File: config.mk
export PLATFORM = sky130hd
export DESIGN_NAME = transfer_fragment_splitter
export DESIGN_NICKNAME = d
export VERILOG_FILES = /design/src/rtl/tfs_pkg.sv /design/src/rtl/transfer_fragment_splitter.sv /design/src/rtl/tfs_alu.sv
export SDC_FILE = /design/constraint.sdc
export NUM_CORES = 1
export LEC_CHECK = 0
export BUFFER_PORTS_ARGS = -buffer_cell sky130_fd_sc_hd__buf_4
export CAP_MARGIN = 15
export CORE_ASPECT_RATIO = 0.75
export CORE_MARGIN = 2
export CORE_UTILIZATION = 60
export CTS_BUF_LIST = sky130_fd_sc_hd__clkbuf_4 sky130_fd_sc_hd__clkbuf_8
export DETAILED_ROUTE_END_ITERATION = 8
export PLACE_DENSITY = 0.82
export SKIP_LAST_GASP = 1
export SLEW_MARGIN = 20
export SYNTH_ARGS = -nofsm -noshare
export SYNTH_HDL_FRONTEND = slang
export SYNTH_SLANG_ARGS = --single-unit
File: constraint.sdc
create_clock -name clk -period 8.2 [get_ports clk]
set_clock_uncertainty 0.05 [all_clocks]
set_input_delay 1.64 -clock clk [delete_from_list [all_inputs] [get_ports clk]]
set_output_delay 1.64 -clock clk [all_outputs]
set_load 0.1 [all_outputs]
File: src/rtl/tfs_pkg.sv
// ============================================================================
// tfs_pkg : shared types and constants for the transfer fragment splitter
// Field widths, status and register codes, sequencer states, defaults.
// ============================================================================
`default_nettype none

package tfs_pkg;

    localparam int PAGE_BYTES_DEF     = 4096;
    localparam int IMMEDIATE_MAX_DEF  = 8;
    localparam int FRAGMENT_LIMIT_DEF = 131072;
    localparam int MAX_FRAGMENTS_DEF  = 64;

    localparam int REQ_W    = 24;
    localparam int IMM_W    = 8;
    localparam int STREAM_W = 16;
    localparam int TAG_W    = 32;
    localparam int STAT_W   = 3;
    localparam int FB_W     = 18;
    localparam int PE_W     = 6;
    localparam int FC_W     = 7;

    localparam int MPS_W    = 11;
    localparam int BURST_W  = 4;
    localparam int MULT_W   = 2;
    localparam int BM_W     = 7;
    localparam int MBP_W    = MPS_W + BM_W;

    localparam int APB_AW   = 4;
    localparam int APB_DW   = 32;

    localparam logic [REQ_W-1:0] BIG_REQ_BYTES = REQ_W'(1 << 23);
    localparam logic [PE_W-1:0]  PAGE_SLACK    = PE_W'(2);

    typedef enum logic [STAT_W-1:0] {
        STAT_OK          = 3'd0,
        STAT_ABORTING    = 3'd1,
        STAT_UNSUPPORTED = 3'd2,
        STAT_NO_BUFFER   = 3'd3,
        STAT_TOO_MANY    = 3'd4
    } status_t;

    typedef enum logic [1:0] {
        REG_MAX_PACKET = 2'd0,
        REG_MAX_BURST  = 2'd1,
        REG_BURST_MULT = 2'd2,
        REG_ERRATA     = 2'd3
    } cfg_reg_t;

    typedef enum logic [3:0] {
        ST_IDLE,
        ST_CFG_BM,
        ST_CFG_MBP,
        ST_CFG_CHK,
        ST_CFG_DIV,
        ST_CFG_SUB,
        ST_CFG_LIM,
        ST_CHECK,
        ST_SETUP,
        ST_CALC,
        ST_EMIT,
        ST_ERR
    } state_t;

endpackage

`default_nettype wire

File: src/rtl/transfer_fragment_splitter.sv
// ============================================================================
// transfer_fragment_splitter : split a transfer request into TD fragments
//
// Input channel (in_valid / in_stall) takes one request beat. The output
// channel (out_valid / out_stall) returns one beat per fragment, in order,
// or one error beat; the final beat of a request has last set.
// Steps: accept, then the check and setup steps, then a calc and an emit
// step per fragment, all through one shared subtract/compare unit;
// immediate data skips the setup step, and an error goes from the check
// step to the error beat. The page estimate uses one reciprocal multiplier,
// registered into the output beat.
// in_stall stays high from accept until the last beat is loaded into the
// output register, and while the fragment size is recomputed.
// An APB write starts the fragment-size recompute through the CFG_BM,
// CFG_MBP, CFG_CHK, CFG_DIV (bit-serial divide), CFG_SUB and CFG_LIM steps,
// input stalled from the access cycle on.
// Reset clears the state, out_valid and the configuration registers and sets the fragment size to the limit.
// A stalled output beat holds; the block waits in its emit or error step
// until the output register frees up.
// ============================================================================
`default_nettype none

module transfer_fragment_splitter
    import tfs_pkg::*;
#(
    parameter int PAGE_BYTES     = PAGE_BYTES_DEF,
    parameter int IMMEDIATE_MAX  = IMMEDIATE_MAX_DEF,
    parameter int FRAGMENT_LIMIT = FRAGMENT_LIMIT_DEF,
    parameter int MAX_FRAGMENTS  = MAX_FRAGMENTS_DEF
) (
    input  wire logic                clk,
    input  wire logic                rst_n,

    input  wire logic                psel,
    input  wire logic                penable,
    input  wire logic                pwrite,
    input  wire logic [APB_AW-1:0]   paddr,
    input  wire logic [APB_DW-1:0]   pwdata,
    output logic      [APB_DW-1:0]   prdata,
    output logic                     pready,

    input  wire logic                in_valid,
    output logic                     in_stall,
    input  wire logic [REQ_W-1:0]    req_bytes,
    input  wire logic                has_dma_buffer,
    input  wire logic [IMM_W-1:0]    immediate_size,
    input  wire logic [STREAM_W-1:0] stream_id,
    input  wire logic [TAG_W-1:0]    transfer_tag,
    input  wire logic                endpoint_aborting,

    output logic                     out_valid,
    input  wire logic                out_stall,
    output logic [STAT_W-1:0]        status,
    output logic [REQ_W-1:0]         offset_bytes,
    output logic [FB_W-1:0]          fragment_bytes,
    output logic [REQ_W-1:0]         bytes_after,
    output logic                     irq_on_done,
    output logic                     multi_fragment,
    output logic                     is_immediate,
    output logic [PE_W-1:0]          page_estimate,
    output logic [STREAM_W-1:0]      stream_out,
    output logic [TAG_W-1:0]         tag_out,
    output logic [FC_W-1:0]          fragment_count,
    output logic                     last
);

    localparam int FL_W    = $clog2(FRAGMENT_LIMIT + 1);
    localparam int CNT_W   = $clog2(MAX_FRAGMENTS + 1);
    localparam int LIMIT_W = $clog2(FRAGMENT_LIMIT * MAX_FRAGMENTS + 1);
    localparam int DIV_W   = MBP_W + 1;
    localparam int BIT_W   = $clog2(FL_W);
    localparam int ALU_W0  = (LIMIT_W > REQ_W) ? LIMIT_W : REQ_W;
    localparam int ALU_W1  = (ALU_W0 > DIV_W) ? ALU_W0 : DIV_W;
    localparam int ALU_W   = (ALU_W1 > FL_W) ? ALU_W1 : FL_W;
    localparam int PROD_W  = 2 * FL_W + 1;

    localparam logic [FL_W-1:0]    LIM_V     = FL_W'(FRAGMENT_LIMIT);
    localparam logic [LIMIT_W-1:0] LIMIT_RST = LIMIT_W'(FRAGMENT_LIMIT * MAX_FRAGMENTS);
    localparam logic [IMM_W-1:0]   IMM_MAX_V = IMM_W'(IMMEDIATE_MAX);
    localparam logic [CNT_W-1:0]   MAXF_CNT  = CNT_W'(MAX_FRAGMENTS);

    localparam int          PG_K   = FL_W + $clog2(PAGE_BYTES);
    localparam logic [63:0] PG_ONE = 64'd1 << PG_K;
    localparam logic [63:0] PG_DIV = 64'(PAGE_BYTES);
    localparam logic [FL_W:0] PG_M = (FL_W + 1)'((PG_ONE + PG_DIV - 64'd1) / PG_DIV);

    state_t state_reg, state_next;

    logic [MPS_W-1:0]   mps_reg;
    logic [BURST_W-1:0] burst_reg;
    logic [MULT_W-1:0]  mult_reg;
    logic               errata_reg;
    logic [FL_W-1:0]    maxf_reg;
    logic [LIMIT_W-1:0] limit_reg;

    logic [BM_W-1:0]    bm_reg;
    logic [MBP_W-1:0]   mbp_reg;
    logic [MBP_W-1:0]   rem_reg;
    logic [BIT_W-1:0]   bit_reg;
    logic               use_rem_reg;

    logic [REQ_W-1:0]    req_reg;
    logic                buf_reg;
    logic [IMM_W-1:0]    imm_reg;
    logic [STREAM_W-1:0] stream_reg;
    logic [TAG_W-1:0]    tag_reg;
    logic                abort_reg;
    status_t             err_reg;

    logic [REQ_W-1:0] left_reg;
    logic [FL_W-1:0]  per_reg;
    logic [REQ_W-1:0] done_reg;
    logic [CNT_W-1:0] idx_reg;
    logic             multi_reg;
    logic             imm_flag_reg;
    logic [FL_W-1:0]  cur_reg;
    logic [REQ_W-1:0] after_reg;
    logic             final_reg;

    logic                out_valid_reg, out_valid_next;
    logic [STAT_W-1:0]   status_reg;
    logic [REQ_W-1:0]    offset_reg;
    logic [FB_W-1:0]     frag_bytes_reg;
    logic [REQ_W-1:0]    after_out_reg;
    logic                irq_reg;
    logic                multi_out_reg;
    logic                imm_out_reg;
    logic [PE_W-1:0]     pages_reg;
    logic [STREAM_W-1:0] stream_out_reg;
    logic [TAG_W-1:0]    tag_out_reg;
    logic [FC_W-1:0]     count_reg;
    logic                last_reg;

    logic               cfg_wr;
    logic               in_acc;
    logic               out_free;
    logic               load_frag;
    logic               load_err;
    logic [ALU_W-1:0]   alu_a, alu_b, alu_diff;
    logic               alu_borrow, alu_zero;
    logic [DIV_W-1:0]   div_shift;
    logic               chk_imm;
    status_t            chk_status;
    logic               calc_final;
    logic [PROD_W-1:0]  pg_prod;
    logic [CNT_W-1:0]   idx_inc;

    assign cfg_wr   = psel && penable && pwrite;
    assign pready   = 1'b1;
    assign in_acc   = in_valid && !in_stall;
    assign out_free = !out_valid_reg || !out_stall;

    assign div_shift  = {rem_reg, LIM_V[bit_reg]};
    assign chk_imm    = (imm_reg <= IMM_MAX_V);
    assign calc_final = alu_borrow || alu_zero;
    assign pg_prod    = PROD_W'(cur_reg) * PROD_W'(PG_M);
    assign idx_inc    = idx_reg + CNT_W'(1);

    always_comb
    begin
        if (abort_reg)
            chk_status = STAT_ABORTING;
        else if (errata_reg && (req_reg >= BIG_REQ_BYTES))
            chk_status = STAT_UNSUPPORTED;
        else if ((req_reg != '0) && !buf_reg)
            chk_status = STAT_NO_BUFFER;
        else if (!chk_imm && alu_borrow)
            chk_status = STAT_TOO_MANY;
        else
            chk_status = STAT_OK;
    end

    tfs_alu #(
        .W (ALU_W)
    ) u_alu (
        .a      (alu_a),
        .b      (alu_b),
        .diff   (alu_diff),
        .borrow (alu_borrow),
        .zero   (alu_zero)
    );

    // next state
    always_comb
    begin
        state_next = state_reg;
        unique case (state_reg)
            ST_IDLE:    if (in_acc) state_next = ST_CHECK;
            ST_CFG_BM:  state_next = ST_CFG_MBP;
            ST_CFG_MBP: state_next = ST_CFG_CHK;
            ST_CFG_CHK: state_next = ST_CFG_DIV;
            ST_CFG_DIV: if (bit_reg == '0) state_next = ST_CFG_SUB;
            ST_CFG_SUB: state_next = ST_CFG_LIM;
            ST_CFG_LIM: state_next = ST_IDLE;
            ST_CHECK:
            begin
                if (chk_status != STAT_OK)
                    state_next = ST_ERR;
                else if (chk_imm)
                    state_next = ST_CALC;
                else
                    state_next = ST_SETUP;
            end
            ST_SETUP:   state_next = ST_CALC;
            ST_CALC:    state_next = ST_EMIT;
            ST_EMIT:    if (out_free) state_next = final_reg ? ST_IDLE : ST_CALC;
            ST_ERR:     if (out_free) state_next = ST_IDLE;
            default:    state_next = ST_IDLE;
        endcase
        if (cfg_wr)
            state_next = ST_CFG_BM;
    end

    // sequencer outputs
    always_comb
    begin
        in_stall  = (state_reg != ST_IDLE) || cfg_wr;
        load_frag = 1'b0;
        load_err  = 1'b0;
        alu_a     = '0;
        alu_b     = '0;
        unique case (state_reg)
            ST_CFG_CHK:
            begin
                alu_a = ALU_W'(mbp_reg);
                alu_b = ALU_W'(LIM_V);
            end
            ST_CFG_DIV:
            begin
                alu_a = ALU_W'(div_shift);
                alu_b = ALU_W'(mbp_reg);
            end
            ST_CFG_SUB:
            begin
                alu_a = ALU_W'(LIM_V);
                alu_b = ALU_W'(rem_reg);
            end
            ST_CHECK:
            begin
                alu_a = ALU_W'(limit_reg);
                alu_b = ALU_W'(req_reg);
            end
            ST_SETUP:
            begin
                alu_a = ALU_W'(maxf_reg);
                alu_b = ALU_W'(req_reg);
            end
            ST_CALC:
            begin
                alu_a = ALU_W'(left_reg);
                alu_b = ALU_W'(per_reg);
            end
            ST_EMIT: load_frag = out_free;
            ST_ERR:  load_err  = out_free;
            default:
            begin
                load_frag = 1'b0;
            end
        endcase
    end

    always_comb
    begin
        out_valid_next = out_valid_reg;
        if (load_frag || load_err)
            out_valid_next = 1'b1;
        else if (!out_stall)
            out_valid_next = 1'b0;
    end

    always_ff @(posedge clk or negedge rst_n)
    begin
        if (!rst_n)
        begin
            state_reg     <= ST_IDLE;
            out_valid_reg <= 1'b0;
            mps_reg       <= '0;
            burst_reg     <= '0;
            mult_reg      <= '0;
            errata_reg    <= 1'b0;
            maxf_reg      <= LIM_V;
            limit_reg     <= LIMIT_RST;
        end
        else
        begin
            state_reg     <= state_next;
            out_valid_reg <= out_valid_next;
            if (cfg_wr)
            begin
                unique case (cfg_reg_t'(paddr[3:2]))
                    REG_MAX_PACKET: mps_reg    <= pwdata[MPS_W-1:0];
                    REG_MAX_BURST:  burst_reg  <= pwdata[BURST_W-1:0];
                    REG_BURST_MULT: mult_reg   <= pwdata[MULT_W-1:0];
                    REG_ERRATA:     errata_reg <= pwdata[0];
                    default:        errata_reg <= errata_reg;
                endcase
            end
            if (state_reg == ST_CFG_SUB)
                maxf_reg <= use_rem_reg ? alu_diff[FL_W-1:0] : LIM_V;
            if (state_reg == ST_CFG_LIM)
                limit_reg <= LIMIT_W'(maxf_reg) * LIMIT_W'(MAX_FRAGMENTS);
        end
    end

    always_ff @(posedge clk)
    begin
        if (in_acc)
        begin
            req_reg    <= req_bytes;
            buf_reg    <= has_dma_buffer;
            imm_reg    <= immediate_size;
            stream_reg <= stream_id;
            tag_reg    <= transfer_tag;
            abort_reg  <= endpoint_aborting;
        end

        case (state_reg)
            ST_CFG_BM:
                bm_reg <= (BM_W'(burst_reg) + BM_W'(1)) * (BM_W'(mult_reg) + BM_W'(1));
            ST_CFG_MBP:
            begin
                mbp_reg <= MBP_W'(mps_reg) * MBP_W'(bm_reg);
                rem_reg <= '0;
                bit_reg <= BIT_W'(FL_W - 1);
            end
            ST_CFG_CHK:
                use_rem_reg <= alu_borrow && (mbp_reg != '0);
            ST_CFG_DIV:
            begin
                rem_reg <= alu_borrow ? div_shift[MBP_W-1:0] : alu_diff[MBP_W-1:0];
                bit_reg <= bit_reg - BIT_W'(1);
            end
            ST_CHECK:
            begin
                err_reg      <= chk_status;
                done_reg     <= '0;
                idx_reg      <= '0;
                multi_reg    <= 1'b0;
                imm_flag_reg <= chk_imm;
                left_reg     <= REQ_W'(imm_reg);
                per_reg      <= FL_W'(imm_reg);
            end
            ST_SETUP:
            begin
                left_reg  <= req_reg;
                multi_reg <= alu_borrow;
                per_reg   <= alu_borrow ? maxf_reg : FL_W'(req_reg);
            end
            ST_CALC:
            begin
                final_reg <= calc_final;
                cur_reg   <= calc_final ? FL_W'(left_reg) : per_reg;
                after_reg <= calc_final ? '0 : alu_diff[REQ_W-1:0];
            end
            ST_EMIT:
            begin
                if (out_free)
                begin
                    left_reg <= after_reg;
                    done_reg <= done_reg + REQ_W'(cur_reg);
                    idx_reg  <= idx_inc;
                end
            end
            default:
            begin
                bit_reg <= bit_reg;
            end
        endcase

        if (load_frag)
        begin
            status_reg     <= STAT_OK;
            offset_reg     <= done_reg;
            frag_bytes_reg <= FB_W'(cur_reg);
            after_out_reg  <= after_reg;
            irq_reg        <= 1'b1;
            multi_out_reg  <= multi_reg;
            imm_out_reg    <= imm_flag_reg;
            pages_reg      <= PE_W'(pg_prod >> PG_K) + PAGE_SLACK;
            stream_out_reg <= stream_reg;
            tag_out_reg    <= tag_reg;
            count_reg      <= final_reg ? FC_W'(idx_inc) : '0;
            last_reg       <= final_reg;
        end
        else if (load_err)
        begin
            status_reg     <= err_reg;
            offset_reg     <= '0;
            frag_bytes_reg <= '0;
            after_out_reg  <= '0;
            irq_reg        <= 1'b0;
            multi_out_reg  <= 1'b0;
            imm_out_reg    <= 1'b0;
            pages_reg      <= '0;
            stream_out_reg <= '0;
            tag_out_reg    <= '0;
            count_reg      <= '0;
            last_reg       <= 1'b1;
        end
    end

    always_comb
    begin
        unique case (cfg_reg_t'(paddr[3:2]))
            REG_MAX_PACKET: prdata = APB_DW'(mps_reg);
            REG_MAX_BURST:  prdata = APB_DW'(burst_reg);
            REG_BURST_MULT: prdata = APB_DW'(mult_reg);
            REG_ERRATA:     prdata = APB_DW'(errata_reg);
            default:        prdata = '0;
        endcase
    end

    assign out_valid      = out_valid_reg;
    assign status         = status_reg;
    assign offset_bytes   = offset_reg;
    assign fragment_bytes = frag_bytes_reg;
    assign bytes_after    = after_out_reg;
    assign irq_on_done    = irq_reg;
    assign multi_fragment = multi_out_reg;
    assign is_immediate   = imm_out_reg;
    assign page_estimate  = pages_reg;
    assign stream_out     = stream_out_reg;
    assign tag_out        = tag_out_reg;
    assign fragment_count = count_reg;
    assign last           = last_reg;

`ifndef SYNTH
    a_err_is_last: assert property (@(posedge clk) disable iff (!rst_n)
        (out_valid_reg && (status_reg != STAT_OK)) |-> last_reg)
        else $error("error beat without last");

    a_maxf_range: assert property (@(posedge clk) disable iff (!rst_n)
        (maxf_reg != '0) && (maxf_reg <= LIM_V))
        else $error("fragment size out of range");

    a_last_frag: assert property (@(posedge clk) disable iff (!rst_n)
        (out_valid_reg && last_reg && (status_reg == STAT_OK))
            |-> ((count_reg != '0) && (after_out_reg == '0)))
        else $error("final fragment with bad count or remainder");

    a_mid_frag: assert property (@(posedge clk) disable iff (!rst_n)
        ((state_reg == ST_EMIT) && !final_reg) |-> (after_reg != '0))
        else $error("non-final fragment leaves no bytes");

    a_idx_bound: assert property (@(posedge clk) disable iff (!rst_n)
        (state_reg == ST_EMIT) |-> (idx_reg < MAXF_CNT))
        else $error("fragment index beyond limit");
`endif

endmodule

`default_nettype wire

File: src/rtl/tfs_alu.sv
// ============================================================================
// tfs_alu : shared subtract and compare unit
// Unsigned difference of two operands with borrow and zero flags.
// ============================================================================
`default_nettype none

module tfs_alu #(
    parameter int W = 25
) (
    input  wire logic [W-1:0] a,
    input  wire logic [W-1:0] b,
    output logic      [W-1:0] diff,
    output logic              borrow,
    output logic              zero
);

    logic [W:0] wide;

    assign wide   = {1'b0, a} - {1'b0, b};
    assign diff   = wide[W-1:0];
    assign borrow = wide[W];
    assign zero   = (wide[W-1:0] == '0);

endmodule

`default_nettype wire
# After elaboration in Yosys (flattened, before gate mapping)
# Memory sizes are Yosys's and may differ from the RTL's. A register that Yosys moved wholly into a read port is not among the register bits.
# Index checks and enable logic that the tools add are counted.
classes:
  addsub: 7
  mul: 2
  magnitude_cmp: 3
  n_eq_ne: 20
  n_mux: 55
  n_reduce_logical: 37
op_table:
  columns: ["operator", "count"]
  rows:
  - ["case mux 24 bit (6 select lines)", 1]
  - ["case mux 32 bit (4 select lines)", 1]
  - ["two-way mux 24 bit", 5]
  - ["case mux 24 bit (5 select lines)", 1]
  - ["two-way mux 18 bit", 6]
  - ["case mux 18 bit (2 select lines)", 2]
  - ["case mux 24 bit (3 select lines)", 1]
  - ["two-way mux 32 bit", 2]
  - ["case mux 24 bit (2 select lines)", 1]
  - ["case mux 4 bit (11 select lines)", 1]
  - ["two-way mux 16 bit", 2]
  - ["two-way mux 7 bit", 4]
  - ["subtractor 24 x 24 -> 25 bit", 1]
  - ["adder 24 x 18 -> 24 bit", 1]
  - ["greater-or-equal comparator 24 bit, second input constant", 1]
  - ["logical NOT 24 bit", 1]
  - ["two-way mux 4 bit", 6]
  - ["nonzero test 24 bit", 1]
  - ["multiplier 11 x 7 -> 18 bit", 1]
  - ["nonzero test 18 bit", 1]
  - ["equality test 4 x 3 -> 1 bit, second input constant", 4]
  - ["equality test 4 bit, second input constant", 4]
  - ["case mux 7 bit (2 select lines)", 1]
  - ["two-way mux 3 bit", 4]
  - ["other kinds (33)", 71]
totals:
  register_bits: 445
  rom_bits: 32
  in_bits: 125
  word_cells: 166
  mem_count: 1
mem_list:
  columns: ["memory", "words", "word_bits", "read_ports", "rd_ports_with_merged_regs", "write_ports", "line_no", "source"]
  rows:
  - ["(name not given)", 32, 1, 1, 1, 0, "transfer_fragment_splitter.sv:153", "assign div_shift = {rem_reg, LIM_V[bit_reg]};"]

# Logic depth before layout (Yosys ltp)
depth:
  word_depth: 13
  ltp_mapped: 20
  mapped_depth_nobuf: 19

# Modules after synthesis
# Synthesis repeated with hierarchy kept, for this count alone.
unflattened:
  hier_cells: 1928
  hier_area_um2: 23198.5
by_module_without_submodules:
  columns: ["mod", "n_inst", "cells_per_inst", "area_per_inst_um2"]
  rows:
  - ["transfer_fragment_splitter", 1, 1724, 21840.9]
  - ["tfs_alu", 1, 204, 1357.6]

# Least setup slack after synthesis
# No wires, ideal clock.
synth_timing:
  path_type: "input-to-reg"
  from: "input psel"
  to: "register abort_reg, enable pin"
  arrival_time_ns: 6.289
  t_required_ns: 7.628
  setup_slack_ns: 1.339
  stages: 3
  path_buffers: 0
  path_cell_list: "nand3_1 nand3_1 nor2_1"
synth_between:
  elab_chain_cells: 5
synth_rtl:
  columns: ["element", "line_no", "source"]
  rows:
  - ["start, declared", "transfer_fragment_splitter.sv:34", "input wire logic psel,"]
  - ["logical AND 1 bit (2 in series)", "transfer_fragment_splitter.sv:148", "assign cfg_wr = psel && penable && pwrite;"]
  - ["logical OR 1 bit", "transfer_fragment_splitter.sv:217", "in_stall = (state_reg != ST_IDLE) || cfg_wr;"]
  - ["via in_stall", "transfer_fragment_splitter.sv:43", "output logic in_stall,"]
  - ["logical NOT 1 bit", "transfer_fragment_splitter.sv:150", "assign in_acc = in_valid && !in_stall;"]
  - ["logical AND 1 bit", "transfer_fragment_splitter.sv:150", null]
  - ["via in_acc", "transfer_fragment_splitter.sv:135", "logic in_acc;"]
  - ["end signal, assigned", "transfer_fragment_splitter.sv:314", "abort_reg <= endpoint_aborting;"]
  - ["end, declared", "transfer_fragment_splitter.sv:107", "logic abort_reg;"]
# The timed path passes the listed nets, and every way through them passes these cells.
# A chain may end at the register's enable or synchronous reset.

# Worst setup path in the final report
layout_timing:
  from: "register state_reg[3]"
  to: "register cur_reg[0], data pin"
layout_between:
  elab_chain_cells: 7
  word_cells_on_any_way: 13
  classes_between: "add/sub (1); eq/ne (6); mux (3); reduce/logical (3)"
layout_rtl:
  columns: ["element", "line_no", "source"]
  rows:
  - ["start, declared", "transfer_fragment_splitter.sv:87", "state_t state_reg, state_next;"]
  - ["start signal, assigned", "transfer_fragment_splitter.sv:286", "state_reg <= state_next;"]
  - ["equality test 4 x 3 -> 1 bit / equality test 4 bit (equally long branches)", "transfer_fragment_splitter.sv:222", "unique case (state_reg)"]
  - ["OR reduction 2 bit (no line)", null, null]
  - ["case mux 24 bit (5 select lines)", "transfer_fragment_splitter.sv:222", null]
  - ["subtractor 24 x 24 -> 25 bit (*)", "tfs_alu.sv:19", "assign wide = {1'b0, a} - {1'b0, b};"]
  - ["logical NOT 24 bit", "tfs_alu.sv:22", "assign zero = (wide[W-1:0] == '0);"]
  - ["logical OR 1 bit (*)", "transfer_fragment_splitter.sv:155", "assign calc_final = alu_borrow || alu_zero;"]
  - ["two-way mux 18 bit (*)", "transfer_fragment_splitter.sv:352", "cur_reg <= calc_final ? FL_W'(left_reg) : per_reg;"]
  - ["end signal, assigned", "transfer_fragment_splitter.sv:352", null]
  - ["end, declared", "transfer_fragment_splitter.sv:116", "logic [FL_W-1:0] cur_reg;"]
# Mark *: on every way between the ends. The rest lies on a longest branch, timed or not.

==> out/results.tsv <==
stage	metric	value	unit
clock_tree	path_clk_slew	60	ps
clock_tree	post_cts_buffers	0	
clock_tree	htree_levels	3	
detailed_routing	drtIter0Drc	2414	
yosys	synth_top_cell_area_share	49.90	%
critical_path	ff2ff_setup_slack	1700	ps
detailed_routing	via_count	16560	
timing	period_share	79.22	%
detailed_routing	wl_per_cell	22.24	um
grt	grt_pass1_vias	16190	
worst_hold_path	holdPathEnd	status[1]$_SDFFE_PP0P_	
yosys	synth.largest_area_cell	edfxtp_1	
yosys	synth_edf_count	381	
status	status	finished with violations	
floorplanning	die_area	39810	um2
clock_tree	clock_sinks	445	
detailed_routing	ant_nets	0	
timing	finalCriticalPeriod	6496	ps
grt	grt_first_pass_wirelength	92360	um
timing	hold_viol	0	
place	io_buffers	248	
detailed_routing	vias_per_cell	6.204	
yosys	syn_area_per_cell	12.23	um2
critical_path	critPathLaunchType	flip-flop	
timing	rsz0062_at_grt	false	
job	cap_viol_max_count	0	
yosys	synth_warnings	0	
critical_path	r2r-start	state_reg[3]$_DFFE_PN0P_	
timing	setup_viol	0	
clock_tree	cts_buffers	68	
cells_and_area	stdcell_area	26540	um2
yosys	yosys_most_used_dff	edfxtp_1	
timing	fin_tns_setup	0	ps
clock_tree	cts-root-buf	clkbuf_8	
yosys	synth_cells	1875	
clock_tree	clk_path_buf_depth	3	
worst_hold_path	hold_depth	2	
floorplanning	core.rowCount	61	
critical_path	required	8500	ps
detailed_routing	post-route-drc-count	9	
grt	antenna_found_initial	0	
cells_and_area	drive_above_1_share	22.03	%
place	gp_congestion	0.9302	
critical_path	worstPathMaxFanout	33	
yosys	syn_area	22930	um2
cells_and_area	antennaDiodeCount	0	
status	failed_checks	DRC	
timing	whs	410.6	ps
yosys	seq_area_frac_synth	56.79	%
cells_and_area	area_growth	15.74	%
timing	tightest_slew	1126	ps
floorplanning	die_w	229.7	um
worst_hold_path	hold_start	status[1]$_SDFFE_PP0P_	
detailed_routing	firstDrtPassIters	9	
detailed_routing	wl	59370	um
timing	max_slew_margin	24.87	%
timing	drv_slew	0	
clock_tree	clk-insertion-delay-late	630	ps
grt	grt.total_usage	29.87	%
yosys	synth.area.top_cells	edfxtp_1 (50%), dfrtp_1 (6.2%), ha_1 (4.9%)	
worst_hold_path	hp-class	reg2reg	
place	post_dp_cell_area	25170	um2
floorplanning	start_util	61.31	%
cells_and_area	nets	2378	
yosys	synthDistinctLibCells	87	
floorplanning	ios	294	
place	dp_hpwl	41700	um
critical_path	cp.arrival	6800	ps
clock_tree	hold_buffers	0	
clock_tree	cts_tree	yes	
floorplanning	core	37400	um2
floorplanning	chipHeight	173.3	um
yosys	ys_seq_elements	445	
grt	grt_max_degree	94	
yosys	ys_async_sr_fraction	13.26	%
critical_path	timing.rr.end	cur_reg[0]$_DFFE_PN_	
timing	max_freq	0.1539	GHz
critical_path	worstSetupPathType	reg2reg	
critical_path	worstRegToRegCells	17	
clock_tree	cts_resized	0	
critical_path	crit_start	state_reg[3]$_DFFE_PN0P_	
critical_path	endpoint_kind	flip-flop	
grt	grt_overflow	0	
==> final cells by class <==
class	instances	area [um2]
fill	2460	10860
inverter	83	314.1
clock buffer	100	1220
sequential	445	13020
clock inverter	22	137.6
tap	504	630.6
timing repair buffer	267	2024
multi-input combinational	1248	9190
==> how the worst max path moves through the flow <==
| stage | to | slack (ps) | cells past startpoint |
|---|---|---|---|
| 3_3_place_gp | cur_reg[15]$_DFFE_PN_ | 2210 | 17 |
| 5_1_grt | cur_reg[0]$_DFFE_PN_ | 1300 | 17 |
| 2_1_floorplan | abort_reg$_DFFE_PP_ | 1340 | 3 |
| 6_report | cur_reg[0]$_DFFE_PN_ | 1700 | 17 |
| 3_5_place_dp | cur_reg[16]$_DFFE_PN_ | 1990 | 17 |
| 4_1_cts | cur_reg[0]$_DFFE_PN_ | 1930 | 17 |
==> per-layer routing <==
layer  part of all wire, %  vias to the layer above  track usage, %
met5                 0.077                        -          0.8413
met4                   3.1                        2           9.677
met3                    12                      161           8.487
met2                    46                     1025           45.75
met1                    40                     8042           41.55
li1                      -                     7329               -
==> cells in the final DEF, fill, tap and decap left out, types with 16 or more instances in the layout <==
cell and instances:
nand2_1 168, a21oi_1 63, mux2_4 18, xnor2_1 38
inv_1 82, ha_1 90, edfxtp_1 381, and3_1 126
a22o_1 28, buf_4 264, xor2_1 18, clkbuf_8 75
clkbuf_4 25, and2_1 48, nor3_1 30, a21o_1 23
nor2_1 129, a21boi_0 16, dfrtp_1 57, a222oi_1 16
mux2_2 37, fa_1 50, mux2i_1 24, a22oi_1 44
nand3_1 40, conb_1 22, o21ai_0 32
==> critical path, cell delays in order, from the launching register on <==
cell and delay [ps]:
dfrtp_1 720, nor2b_1 360, nand2_1 90, buf_4 260
nand2_1 590, buf_4 490, a21boi_0 290, ha_1 510
and2_1 210, o2111ai_1 230, nor4_2 550, nor4_1 110
o21ai_1 290, a21o_1 180, buf_4 490, o31ai_4 140
buf_4 280, mux2_4 360
==> kinds of logic after synthesis <==
group                    synth area share [%]
buffers and inverters                   3.760
XOR/XNOR                                2.210
flip-flops                              56.79
multiplexers                            4.142
AO/OA/AOI/OAI                           9.899
AND/OR/NAND/NOR                         13.89
adder cells (fa/ha/maj)                 9.277
other                                 0.03275
==> synthesized netlist by cell type (6+ instances only) <==
library cell	number
or2_2	8
mux2_2	37
buf_4	23
a22oi_1	44
xnor2_1	38
o21bai_1	6
or3_1	6
edfxtp_1	381
nor3_1	35
nor4_1	15
nor2_1	134
a21boi_0	16
o21ai_1	15
and2_1	48
clkbuf_1	85
mux2i_1	24
nor2b_1	10
inv_1	83
nand3_1	40
fa_1	50
nand2_1	169
and3_1	126
o21ai_0	32
o31ai_1	7
buf_1	7
ha_1	90
nand2b_1	10
mux2_4	18
a21o_1	23
a31oi_1	6
xor2_1	18
a211oi_1	7
a21oi_1	64
o21a_1	9
a222oi_1	16
dfrtp_1	57
a22o_1	28
==> per-stage QoR <==
step,utilization (%),setup slack (ps),instances
after floorplan,-,1339,1895
after global placement,67.27,2215,2547
after detailed placement,67.29,1987,2547
after CTS,70.92,1929,2669
after global routing,70.96,1304,2669
final,70.96,1704,2669
Power is left out: the tool's default activity adds up to more than one toggle a clock period on the data nets, which glitch-free logic cannot reach.
